`src/sv/sss_ram.sv`:
```
// Generic single-write, single-read RAM with registered read data.
// Depends on nothing; holds the symbol entries of the stack.
`timescale 1ns / 1ps

module sss_ram #(
  parameter int unsigned WIDTH = 8,
  parameter int unsigned DEPTH = 256
) (
  input  logic                     clk_i,
  input  logic                     we_i,
  input  logic [$clog2(DEPTH)-1:0] waddr_i,
  input  logic [WIDTH-1:0]         wdata_i,
  input  logic [$clog2(DEPTH)-1:0] raddr_i,
  output logic [WIDTH-1:0]         rdata_o
);

  logic [WIDTH-1:0] mem_q [DEPTH];

  always_ff @(posedge clk_i) begin
    if (we_i) begin
      mem_q[waddr_i] <= wdata_i;
    end
    rdata_o <= mem_q[raddr_i];
  end

endmodule

```
`config.mk`:
```
export PLATFORM = sky130hd
export DESIGN_NAME = sss_ram
export DESIGN_NICKNAME = d
export VERILOG_FILES = /design/src/sv/sss_ram.sv
export SDC_FILE = /design/constraint.sdc
export NUM_CORES = 2
export LEC_CHECK = 0
export BUFFER_PORTS_ARGS = -buffer_cell sky130_fd_sc_hd__buf_2
export CAP_MARGIN = 20
export CORE_MARGIN = 5
export CORE_UTILIZATION = 40
export DETAILED_ROUTE_END_ITERATION = 16
export HOLD_SLACK_MARGIN = 0.08
export PLACE_DENSITY = 0.62
export SYNTH_ARGS = -nofsm -noshare
export SYNTH_HDL_FRONTEND = slang
export SYNTH_SLANG_ARGS = --single-unit
```
`constraint.sdc`:
```
create_clock -name clk_i -period 3 [get_ports clk_i]
set_input_delay 0.3 -clock clk_i [delete_from_list [all_inputs] [get_ports clk_i]]
set_output_delay 0.3 -clock clk_i [all_outputs]
set_load 0.005 [all_outputs]
```
==> impl_metrics.yaml <==
synth:
  synth.area.top_cells: "edfxtp_1 77%, mux4_2 13%, mux2i_1 1.7%"
  synth_top_flop_cell: "edfxtp_1"
  synth_top_cell_area_share_pct: 77.3
  syn_area_per_cell_um2: 21.3
  postSynth.asyncResetShare_pct: 0
  synthCells: 3733
  ys_ff_latch: 2056
  synth_edf_count: 2048
  synth_area_um2: 79600
  synth_seq_area_share_pct: 77.5
  synth.distinct_cells: 55
  synth_nets: 3759
  yosysWarnings: 0
  synth.largest_area_cell: "edfxtp_1"
routing:
  drc_errors: 0
  drt-total-wl_um: 202000
  via_count: 40313
  drt_pass1_iterations: 5
  ant_nets: 0
  first_iter_violations: 4456
  vias_per_cell: 5.67
  avgRoutedWirePerCell_um: 28.4
sta:
  tightest_slew_ns: 1.18
  finalSetupViolCount: 0
  fmax_mhz: 390
  drv_slew: 0
  hold_viol: 0
  rsz0062_at_grt: "no"
  fin_skew_ns: 0.0435
  setup_ws_ns: 0.433
  hold_ws_ns: 0.193
  slew_headroom_pct: 21.6
  finalCriticalPeriod_ns: 2.57
  post-route-period-util_pct: 85.6
final_layout:
  syn2layout_area_growth_pct: 17.0
  final_cells: 7115
  drive_gt1_share_pct: 30.0
  final_area_um2: 93000
  fin_nets: 4321
  fill_cells: 16081
clock_tree:
  cts_resized: 0
  cts.sinks: 2056
  max-clock-path-buffers: 3
  cts_max_level: 4
  path_clk_slew_ns: 0.06
  numCtsBuffers: 203
  postCtsSetupBuffers: 0
  cts_tree: "built"
  cts_root_buffer: "clkbuf_16"
  clock_latency_ns: 0.83
status:
  status: "finished clean"
job:
  drv_cap: 0
placed_design:
  dpl_cell_area_um2: 86600
  dp_cells: 6722
  io_buffers: 33
  dp_hpwl_um: 129000
  place.gp.congestion: 0.832
  place_ws_ns: -0.377
pwr:
  vdd_ir_drop_max_uv: 592
  cellPowerDensity_nw_per_um2: 637
  power.total_w: 0.0592
  leakagePower_nw: 29.6
global_route:
  grt_overflow: 0
  antenna_found_initial: 14
  grt_use_total_pct: 19.2
  grt_pass1_vias: 40473
  grt_pass1_wl_um: 293000
  grt_max_degree: 145
die:
  dieArea_um2: 208000
  initial_core_util_pct: 40.3
  die_w_um: 456
  fp.coreArea_um2: 198000
  rows: 163
  die_h_um: 456
  ios: 34
hold_path:
  hp-class: "in2reg"
  hp-start: "waddr_i[2]"
  min_to: "mem_q[173][5]"
  hold_depth: 4
setup_path:
  crit_required_ns: 3.70
  timing.rr.end: "rdata_o[6]"
  worstPathArrival_ns: 3.26
  path_class: "in2reg"
  cp-end-kind: "flip-flop"
  r2r_slack_ns: 0.44
  r2r-start: "mem_q[195][6]"
  path_max_fanout: 25
  crit_path_start_kind: "input port"
  reg2reg_depth: 7
through the flow:
| step | utilization [%] | setup TNS [ns] |
|---|---|---|
| 2_1_floorplan | - | 0 |
| 3_3_place_gp | 43.8 | -2.19 |
| 3_5_place_dp | 43.8 | -1.30 |
| 4_1_cts | 47.1 | 0 |
| 5_1_grt | 47.1 | 0 |
| 6_report | 47.1 | 0 |
report_power, final:
group	internal, W	switching [W]	leakage [nW]	total [W]
Combinational	0.00121	0.00194	8.05	0.00315
Sequential	0.0317	0.0000617	18.5	0.0317
Clock	0.0135	0.0108	3.11	0.0244
layout by cell type (no fill, tap or decap), types with 9 or more instances in the layout:
cell type	netlist	routed
a211oi_1	16	16
a21oi_1	96	96
a221oi_1	13	13
a22oi_1	133	133
buf_12	8	57
buf_2	31	22
buf_4	27	493
buf_8	13	10
bufinv_16	0	10
clkbuf_1	111	47
clkbuf_16	0	205
clkinv_1	1	52
clkinv_2	0	42
edfxtp_1	2048	2048
mux2i_1	134	134
mux4_2	454	454
nand2_1	33	33
nand3_1	34	34
nand4_1	10	10
nor2_1	282	279
nor2b_1	31	28
nor3_1	22	22
nor4_1	24	18
nor4_2	3	9
o211ai_1	10	10
o21ai_0	10	10
o221ai_1	46	46
o22ai_1	28	28
critical path, stage by stage:
cell	delay, ns
buf_8	0.25
buf_12	0.25
buf_12	0.26
mux4_2	0.54
o311ai_0	0.31
o22ai_1	0.21
nor4_1	0.77
buf_4	0.25
nor4_2	0.04
how the worst max path moves through the flow:
stage / from / end / slack (ns) / cells after the start
detailed placement: raddr_i[0] / rdata_o[6] / -0.38 / 9
floorplan: raddr_i[0] / rdata_o[2] / 0.76 / 9
global placement: raddr_i[0] / rdata_o[2] / -0.88 / 9
global route: mem_q[210][7] / rdata_o[7] / 0.39 / 5
CTS: mem_q[195][6] / rdata_o[6] / 0.46 / 7
finish: raddr_i[0] / rdata_o[6] / 0.43 / 9
final cells by class:
class,count,area (um^2),share of cell area [%]
sequential,2056,61700,66.3
multi-input combinational,1442,16500,17.7
clock buffer,254,5330,5.73
timing repair buffer,590,5180,5.57
tap,2640,3300,3.55
clock inverter,124,1030,1.11
antenna,7,17.5,0.0188
inverter,2,7.51,0.00807
sequential cells by signal, indices dropped and copies added, names as in the netlist:
signal   count
rdata_o      8
mem_q     2048
layer usage:
metal	wire, um	vias up	share of wire (%)	track usage, %
met1	83100	21491	41	27.2
met2	97700	1694	48	30.5
met3	15900	285	7.9	3.70
met5	0	-	0	0
met4	5450	0	2.7	5.37
li1	-	16843	-	-
cell families after synthesis:
kind of cell,after synthesis,synth area share [%]
simple gates,466,2.63
flops,2056,77.5
mux,591,14.6
buf+inv,235,1.83
compound gates,385,3.42
synth_stat cells, types with 3 or more instances:
library cell,count
edfxtp_1,2048
mux4_2,454
nor2_1,282
mux2i_1,134
a22oi_1,133
clkbuf_1,111
a21oi_1,96
o221ai_1,46
nand3_1,34
nand2_1,33
buf_2,31
nor2b_1,31
o22ai_1,28
buf_4,27
nor4_1,24
buf_1,22
nor3_1,22
buf_6,21
a211oi_1,16
a221oi_1,13
buf_8,13
nand4_1,10
o211ai_1,10
o21ai_0,10
a22o_1,8
buf_12,8
dfxtp_1,8
nand2b_1,8
and2_1,6
o22a_1,5
o32ai_1,4
or2_2,4
nor4_2,3
timing repair:
action                                 4_1_cts  5_1_grt
endpoints found under the hold margin      489        0
hold buffers                                 8        0
setup endpoints to repair                    0        0
Power figures use the tool's default switching activity.
