### config.mk
export PLATFORM = sky130hd
export DESIGN_NAME = sss_seq
export DESIGN_NICKNAME = d
export VERILOG_FILES = /design/src/sv/sss_pkg.sv /design/src/sv/sss_match.sv /design/src/sv/sss_seq.sv
export SDC_FILE = /design/constraint.sdc
export NUM_CORES = 1
export LEC_CHECK = 0
export CELL_PAD_IN_SITES_DETAIL_PLACEMENT = 0
export CELL_PAD_IN_SITES_GLOBAL_PLACEMENT = 1
export CORE_UTILIZATION = 46
export CTS_BUF_LIST = sky130_fd_sc_hd__clkbuf_4
export CTS_CLUSTER_SIZE = 30
export DETAILED_ROUTE_END_ITERATION = 10
export DONT_BUFFER_PORTS = 1
export PLACE_DENSITY = 0.81
export SLEW_MARGIN = 20
export SYNTH_ARGS = -nofsm -noshare
export SYNTH_HDL_FRONTEND = slang
export SYNTH_HIERARCHICAL = 1
export SYNTH_SLANG_ARGS = --single-unit
### constraint.sdc
create_clock -name clk_i -period 3.2 [get_ports clk_i]
set_input_delay 0 -clock clk_i [delete_from_list [all_inputs] [get_ports clk_i]]
set_output_delay 0 -clock clk_i [all_outputs]
set_load 0.02 [all_outputs]
### src/sv/sss_pkg.sv
// Package for the scoped symbol stack: sizes, codes, entry and result types.
// Used by the top level, sss_seq, sss_match and sss_checker; depends on nothing.
`timescale 1ns / 1ps

package sss_pkg;

  localparam int unsigned ENTRIES   = 256;
  localparam int unsigned KEY_BITS  = 64;
  localparam int unsigned IDX_W     = $clog2(ENTRIES);
  localparam int unsigned CNT_W     = $clog2(ENTRIES + 1);
  localparam int unsigned OP_W      = 3;
  localparam int unsigned DEPTH_W   = 8;
  localparam int unsigned SIZE_W    = 8;
  localparam int unsigned IDX_OUT_W = 8;
  localparam int unsigned CNT_OUT_W = 9;

  localparam logic [CNT_W-1:0]     FULL_COUNT     = CNT_W'(ENTRIES);
  localparam logic [CNT_OUT_W-1:0] FULL_COUNT_OUT = CNT_OUT_W'(ENTRIES);

  typedef enum logic [OP_W-1:0] {
    OP_PUSH      = 3'd0,
    OP_POP       = 3'd1,
    OP_FIND      = 3'd2,
    OP_GET_SIZE  = 3'd3,
    OP_SET_INIT  = 3'd4,
    OP_READ_INIT = 3'd5
  } op_e;

  typedef enum logic [1:0] {
    ST_OK        = 2'd0,
    ST_NOT_FOUND = 2'd1,
    ST_FULL      = 2'd2,
    ST_EMPTY     = 2'd3
  } status_e;

  typedef enum logic [2:0] {
    S_IDLE,
    S_EXEC,
    S_POP_RD,
    S_SCAN,
    S_DONE
  } state_e;

  typedef struct packed {
    logic [KEY_BITS-1:0] key;
    logic [DEPTH_W-1:0]  depth;
    logic [SIZE_W-1:0]   size;
    logic                init;
  } entry_t;

  typedef struct packed {
    logic [OP_W-1:0]     op;
    logic [KEY_BITS-1:0] key;
    logic [DEPTH_W-1:0]  depth;
    logic [SIZE_W-1:0]   size;
  } cmd_t;

  typedef struct packed {
    logic [IDX_OUT_W-1:0] entry_index;
    logic [SIZE_W-1:0]    size_out;
    logic                 init_flag;
    status_e              status;
    logic [CNT_OUT_W-1:0] entry_count;
  } res_t;

  typedef struct packed {
    logic             we;
    logic [IDX_W-1:0] addr;
    entry_t           data;
  } ram_wr_t;

  function automatic logic [IDX_OUT_W-1:0] idx_out(input logic [IDX_W-1:0] idx);
    logic [IDX_W+IDX_OUT_W-1:0] wide;
    wide = {{IDX_OUT_W{1'b0}}, idx};
    return wide[IDX_OUT_W-1:0];
  endfunction

  function automatic logic [CNT_OUT_W-1:0] cnt_out(input logic [CNT_W-1:0] cnt);
    logic [CNT_W+CNT_OUT_W-1:0] wide;
    wide = {{CNT_OUT_W{1'b0}}, cnt};
    return wide[CNT_OUT_W-1:0];
  endfunction

endpackage

### src/sv/sss_match.sv
// Compare unit of the lookup scan: tests one stored entry against the searched key and depth.
// Depends on sss_pkg.
`timescale 1ns / 1ps

module sss_match (
  input  sss_pkg::entry_t                      entry_i,
  input  logic [sss_pkg::KEY_BITS-1:0]         key_i,
  input  logic [sss_pkg::DEPTH_W-1:0]          depth_i,
  output logic                                 match_o
);
  import sss_pkg::*;

  assign match_o = (entry_i.depth == depth_i) && (entry_i.key == key_i);

endmodule

### src/sv/sss_seq.sv
// Sequencer of the symbol stack: push, pop and the upward lookup scan.
// Depends on sss_pkg and sss_match; drives the entry RAM in the top level.
`timescale 1ns / 1ps

module sss_seq (
  input  logic                      clk_i,
  input  logic                      rst_ni,
  input  logic                      in_valid_i,
  output logic                      in_ready_o,
  input  sss_pkg::cmd_t             in_cmd_i,
  output logic                      res_valid_o,
  input  logic                      res_ready_i,
  output sss_pkg::res_t             res_o,
  output sss_pkg::ram_wr_t          ram_wr_o,
  output logic [sss_pkg::IDX_W-1:0] ram_raddr_o,
  input  sss_pkg::entry_t           ram_rdata_i
);
  import sss_pkg::*;

  state_e           state_q, state_d;
  cmd_t             cmd_q, cmd_d;
  logic [CNT_W-1:0] count_q, count_d;
  logic [CNT_W-1:0] ptr_q, ptr_d;
  logic             pend_q, pend_d;
  logic [IDX_W-1:0] cmp_idx_q, cmp_idx_d;
  res_t             res_q, res_d;

  logic             match;
  logic             hit;
  logic             scan_end;
  logic [CNT_W-1:0] cnt_dec;
  logic [CNT_W-1:0] cnt_inc;

  sss_match u_match (
    .entry_i (ram_rdata_i),
    .key_i   (cmd_q.key),
    .depth_i (cmd_q.depth),
    .match_o (match)
  );

  assign hit      = pend_q && match;
  assign scan_end = (ptr_q >= count_q);
  assign cnt_dec  = count_q - 1'b1;
  assign cnt_inc  = count_q + 1'b1;

  always_comb begin
    state_d = state_q;
    case (state_q)
      S_IDLE: begin
        if (in_valid_i) begin
          state_d = S_EXEC;
        end
      end
      S_EXEC: begin
        case (cmd_q.op)
          OP_POP: begin
            state_d = (count_q == '0) ? S_DONE : S_POP_RD;
          end
          OP_FIND, OP_GET_SIZE, OP_SET_INIT, OP_READ_INIT: begin
            state_d = S_SCAN;
          end
          default: begin
            state_d = S_DONE;
          end
        endcase
      end
      S_POP_RD: begin
        state_d = S_DONE;
      end
      S_SCAN: begin
        if (hit || scan_end) begin
          state_d = S_DONE;
        end
      end
      S_DONE: begin
        if (res_ready_i) begin
          state_d = S_IDLE;
        end
      end
      default: begin
        state_d = S_IDLE;
      end
    endcase
  end

  always_comb begin
    in_ready_o  = 1'b0;
    res_valid_o = 1'b0;
    ram_wr_o    = '0;
    ram_raddr_o = ptr_q[IDX_W-1:0];
    cmd_d       = cmd_q;
    count_d     = count_q;
    ptr_d       = ptr_q;
    pend_d      = 1'b0;
    cmp_idx_d   = cmp_idx_q;
    res_d       = res_q;
    case (state_q)
      S_IDLE: begin
        in_ready_o = 1'b1;
        if (in_valid_i) begin
          cmd_d = in_cmd_i;
          ptr_d = '0;
        end
      end
      S_EXEC: begin
        res_d             = '0;
        res_d.status      = ST_OK;
        res_d.entry_count = cnt_out(count_q);
        case (cmd_q.op)
          OP_PUSH: begin
            if (count_q == FULL_COUNT) begin
              res_d.status = ST_FULL;
            end else begin
              ram_wr_o.we         = 1'b1;
              ram_wr_o.addr       = count_q[IDX_W-1:0];
              ram_wr_o.data.key   = cmd_q.key;
              ram_wr_o.data.depth = cmd_q.depth;
              ram_wr_o.data.size  = cmd_q.size;
              ram_wr_o.data.init  = 1'b0;
              count_d             = cnt_inc;
              res_d.entry_index   = idx_out(count_q[IDX_W-1:0]);
              res_d.size_out      = cmd_q.size;
              res_d.entry_count   = cnt_out(cnt_inc);
            end
          end
          OP_POP: begin
            if (count_q == '0) begin
              res_d.status = ST_EMPTY;
            end else begin
              ram_raddr_o = cnt_dec[IDX_W-1:0];
            end
          end
          default: begin
          end
        endcase
      end
      S_POP_RD: begin
        count_d           = cnt_dec;
        res_d.entry_index = idx_out(cnt_dec[IDX_W-1:0]);
        res_d.size_out    = ram_rdata_i.size;
        res_d.init_flag   = ram_rdata_i.init;
        res_d.entry_count = cnt_out(cnt_dec);
      end
      S_SCAN: begin
        if (hit) begin
          res_d.entry_index = idx_out(cmp_idx_q);
          res_d.size_out    = ram_rdata_i.size;
          res_d.init_flag   = ram_rdata_i.init;
          if (cmd_q.op == OP_SET_INIT) begin
            ram_wr_o.we        = 1'b1;
            ram_wr_o.addr      = cmp_idx_q;
            ram_wr_o.data      = ram_rdata_i;
            ram_wr_o.data.init = 1'b1;
            res_d.init_flag    = 1'b1;
          end
        end else if (scan_end) begin
          res_d.status = ST_NOT_FOUND;
        end else begin
          pend_d    = 1'b1;
          cmp_idx_d = ptr_q[IDX_W-1:0];
          ptr_d     = ptr_q + 1'b1;
        end
      end
      S_DONE: begin
        res_valid_o = 1'b1;
      end
      default: begin
      end
    endcase
  end

  assign res_o = res_q;

  always_ff @(posedge clk_i or negedge rst_ni) begin
    if (!rst_ni) begin
      state_q <= S_IDLE;
      count_q <= '0;
      pend_q  <= 1'b0;
    end else begin
      state_q <= state_d;
      count_q <= count_d;
      pend_q  <= pend_d;
    end
  end

  always_ff @(posedge clk_i) begin
    cmd_q     <= cmd_d;
    ptr_q     <= ptr_d;
    cmp_idx_q <= cmp_idx_d;
    res_q     <= res_d;
  end

endmodule

==> results <==
- In this run, placement finished with an instance count of 807.
- The minimum setup slack after placement is -0.0499 ns.
- The flow ran to the end, but the final reports show violations.
- In this run the cell area of the synthesized design comes to 0.00755 sq mm.
- The largest net degree at the start of global routing is 77.
- The flip-flop cell with the highest count after synthesis is sky130_fd_sc_hd__edfxtp_1.
- Static timing analysis puts the maximum clock frequency at 0.290 GHz.
- The peak supply drop is 349 uV.
- The leakage component of the power is 0.00384 uW.
- The number of nets handed over by synthesis was 783.
- The worst pin sits at a relative slew slack of 45.8%.
- The final hold slack is 0.0274 ns.
- The compound-gate portion of the synthesized area is 16.3%.
- The required time at the endpoint of the critical path is 3.49 ns.
- In this run, synthesis inferred 128 flip-flops with an integrated enable.
- The filler cells instantiated in the layout total 1144.
- The number of cell rows is 46.
- The wire length of the first global-routing pass is 35600 um.
- The count of nets left with antenna violations once routing finished came out at 0.
- STA classifies the critical path startpoint as a flip-flop.
- The share of Yosys cell area claimed by the top area cell type is 50.9%.
- After synthesis, the netlist uses 57 different library cells.
- The average wire per standard cell is 25.8 um.
- The synthesized area per cell is 12.6 sq um.
- For this run, the post-layout net count is 941.
- The synthesis-to-layout area growth is 36.8%.
- The xor-xnor portion of the synthesized cell area is 11.8%.
- In this run the power density over the cells is 702 mW/mm^2.
- After clock tree synthesis, the clock-pin slew on the worst setup and hold paths is 0.19 ns.
- Max-cap violations in this run came to 0.
- No sink is reached through more buffers than the 2 on the longest clock path.
- Counting the buffers created by CTS gives 17.
- The worst register-to-register path has a setup slack of -0.25 ns.
- The number of pins with negative max-slew slack in the final report is 0.
- Across the routed clock network, the largest skew measured is 0.0499 ns.
- The number of cells produced by synthesis is 601.
- After Yosys synthesis, and, or, nand and nor cells account for 10.1% of the synthesized area.
- The post-detailed-route via-to-cell ratio is 6.35.
- The total congestion overflow after global routing is 0.
- The minimum clock period after layout is 3.45 ns.
- The data arrival at the endpoint of the critical path is 3.74 ns.
- Setup violations remaining at the end of the flow were counted as 106.
- STA classifies the critical path endpoint as a flip-flop.
- The number of iterations in the first detailed-routing pass is 6.
- The least setup slack across all paths after layout is -0.249 ns.
- In this run the critical register-to-register path is captured at res_o[22].
- The source of the worst hold timing path is in_cmd_i[79].
- The final route contains 6280 vias.
- After synthesis, the cell types taking the most area are sky130_fd_sc_hd__edfxtp_1, sky130_fd_sc_hd__a22o_1, sky130_fd_sc_hd__xnor2_1, sky130_fd_sc_hd__dfrtp_1, sky130_fd_sc_hd__xor2_1.
- The multi-input logic area is 0.00359 sq mm.
- The post-synthesis cell type with the largest combined area is sky130_fd_sc_hd__edfxtp_1.
- In this run the worst path has a maximum fanout of 8.
- The standard cell core area is 0.0159 sq mm.
- The cell area after placement is 0.00790 sq mm.
- Once the floorplan was initialized, standard cells occupied 47.3% of the core.
- At the end of routability-driven placement, the weighted congestion stood at 0.971.
- The number of I/O pins is 296.
- The initial detailed-routing violation count is 590.
- The final reports fail on setup timing.
- The number of global-route vias before repair is 6097.
- The total number of H-tree levels is 4.
- During placement, the flow inserted port buffers numbering 0.
- Counting flops with an async set or reset pin after synthesis yields a share of 9.22%.
- The count of clock tree sinks is 141.
- The global routing usage summed across all routing layers is 28.7%.
- Setup repair after global routing could not meet its margin everywhere.
- Registers take 0.00417 sq mm.
- The main combinational cell family by area after synthesis is compound AO/OA/AOI/OAI gates.
- The worst register-to-register path begins at cmd_q[50].
- The number of antenna violations at the first check in global routing was 1.
- Counting instances, the worst hold path has a depth of 1.
- The final wirelength is 25500 um.
- The floorplan step set the die height to 130 um.
- Of the total synthesized cell area, the portion taken by full adders, half adders and majority gates is 2.32%.
- Of the available clock period, the critical path in the final layout requires 108%.
- The placed wire-length estimate is 15900 um.
- The worst hold path belongs to the class primary input to flip-flop.
- The number of register bits inferred by synthesis is 141.
- The clock tree root driver cell is sky130_fd_sc_hd__clkbuf_4.
- The Yosys step of the flow raised 6 warnings.
- After detailed routing, the number of remaining DRC violations is 0.
- For hold timing, the worst endpoint is cmd_q[79].
- The clock latency reported for the late side of the worst-skew pair is 0.59 ns.
- The overall power after layout is 7240 uW.
- The measured slew at the worst slew-check pin is 0.810 ns.
- The width of the chip is 130 um.
- The post-route netlist has 26.6% of its cells at a drive strength greater than 1.
- The number of cell instances on the worst register-to-register path is 17.
- The number of non-filler instances in the completed layout is 989.
- The portion of netlist area occupied by mux cells is 0.929%.
- The die covers 0.0169 sq mm.
- Of the synthesized area, sequential elements account for 55.2%.
- The TritonCTS clock tree is done.
- With fillers left out, the area of the finished cells amounts to 0.0103 sq mm.
- The number of failing hold endpoints at the final stage is 0.
- The type of the worst setup path is flip-flop to flip-flop.
==> cell families after synthesis <==
family,Yosys count
flip-flops,141
multiplexers,7
AO/OA/AOI/OAI,153
AND/OR/NAND/NOR,134
buffers and inverters,51
XOR/XNOR,101
adder cells (fa/ha/maj),14
==> cell type report <==
cell class	count	share of cell area, %
flip-flops and latches	141	40.4
multi-input cells	409	34.8
diodes	1	0.0242
clock buffers	17	1.24
clock inverters	15	1.64
inverters	11	0.400
repair buffers	179	18.9
well taps	216	2.62
==> layer usage <==
metal / track usage (%) / wire length (um) / up-vias / share of wire, %
met5: 0 / 0 / - / 0
met4: 11.2 / 926 / 0 / 3.6
met3: 8.77 / 2480 / 76 / 9.7
met2: 47.9 / 12500 / 472 / 49
met1: 34.6 / 9590 / 3080 / 38
li1: - / - / 2652 / -
==> power breakdown <==
group	total (uW)	internal (uW)	switching (uW)	leakage, uW
Clock	1230	431	798	0.000160
Combinational	2520	1060	1460	0.00232
Sequential	3500	2740	759	0.00137
Total	7240	4230	3020	0.00384
==> state kept, by name, summed over array words and instances (netlist names) <==
register and flops:
cmp_idx_q 8, count_q 9, cmd_q 83, ptr_q 9, state_q 3, pend_q 1, res_o 28
==> worst max-delay path: stages (launching register included) <==
cell	delay [ns]
sky130_fd_sc_hd__edfxtp_1	0.49
sky130_fd_sc_hd__xnor2_1	0.27
sky130_fd_sc_hd__nand4_1	0.25
sky130_fd_sc_hd__nor4_1	0.30
sky130_fd_sc_hd__nand3_1	0.13
sky130_fd_sc_hd__nor4_2	0.30
sky130_fd_sc_hd__nand2_1	0.13
sky130_fd_sc_hd__buf_4	0.15
sky130_fd_sc_hd__buf_4	0.12
sky130_fd_sc_hd__buf_4	0.12
sky130_fd_sc_hd__buf_4	0.12
sky130_fd_sc_hd__buf_4	0.12
sky130_fd_sc_hd__buf_4	0.12
sky130_fd_sc_hd__buf_6	0.10
sky130_fd_sc_hd__nand2_1	0.06
sky130_fd_sc_hd__nand2_2	0.06
sky130_fd_sc_hd__nand2_4	0.12
sky130_fd_sc_hd__clkbuf_16	0.18
==> cell usage after synthesis (all sizes together) (2+ instances only) <==
library cell,number
nand2,14
edfxtp,128
or3b,4
or4b,2
dfrtp,13
a31oi,3
and3,7
nor3b,4
nand4,21
a211oi,4
a22oi,2
a221o,2
nor2,35
nand3b,2
a32oi,2
o21ai,10
or4,2
ha,14
xnor2,78
a21o,5
nor3,10
xor2,23
o31ai,3
inv,11
a21oi,20
nand3,10
nor4,12
mux2i,7
clkbuf,15
nor2b,3
and2,2
a22o,96
buf,25
==> layout by cell type (no fill, tap or decap), drive strengths merged, types with 12 or more instances in the layout <==
cell and n:
xor2 23, xnor2 78, nor2 35, dfrtp 13
nor4 12, clkbuf 24, ha 14, a21oi 20
a22o 96, edfxtp 128, inv 20, nand2 14
buf 65, nand4 21, dlygate4sd3 107
==> worst max path at each step <==
stage,startpoint,end,slack (ns),depth (start not counted)
global route,cmd_q[46],ram_wr_o[75],-0.33,13
floorplan,state_q[0],ptr_q[0],0.23,4
finish,cmd_q[50],res_o[22],-0.25,17
detailed placement,cmd_q[57],ram_wr_o[39],-0.05,10
global placement,cmd_q[57],ram_wr_o[39],-0.06,10
CTS,cmd_q[59],ram_wr_o[74],-0.16,12
==> metrics by stage <==
| stage | util [%] | setup TNS [ns] |
|---|---|---|
| after global placement | 49.5 | -1.60 |
| after global routing | 64.7 | -28.10 |
| final | 64.7 | -16.11 |
| after floorplan | - | 0 |
| after detailed placement | 49.5 | -1.50 |
| after CTS | 62.2 | -7.49 |
==> timing repair <==
action | in CTS | in global routing
setup buffers | 24 | 10
endpoints found under the hold margin | 128 | 11
cloned | 2 | 7
endpoints found under the setup margin | 99 | 111
hold buffers | 96 | 11
gates resized for setup | 120 | 20
pin swaps | 18 | 20
Power figures use the tool's default switching activity.
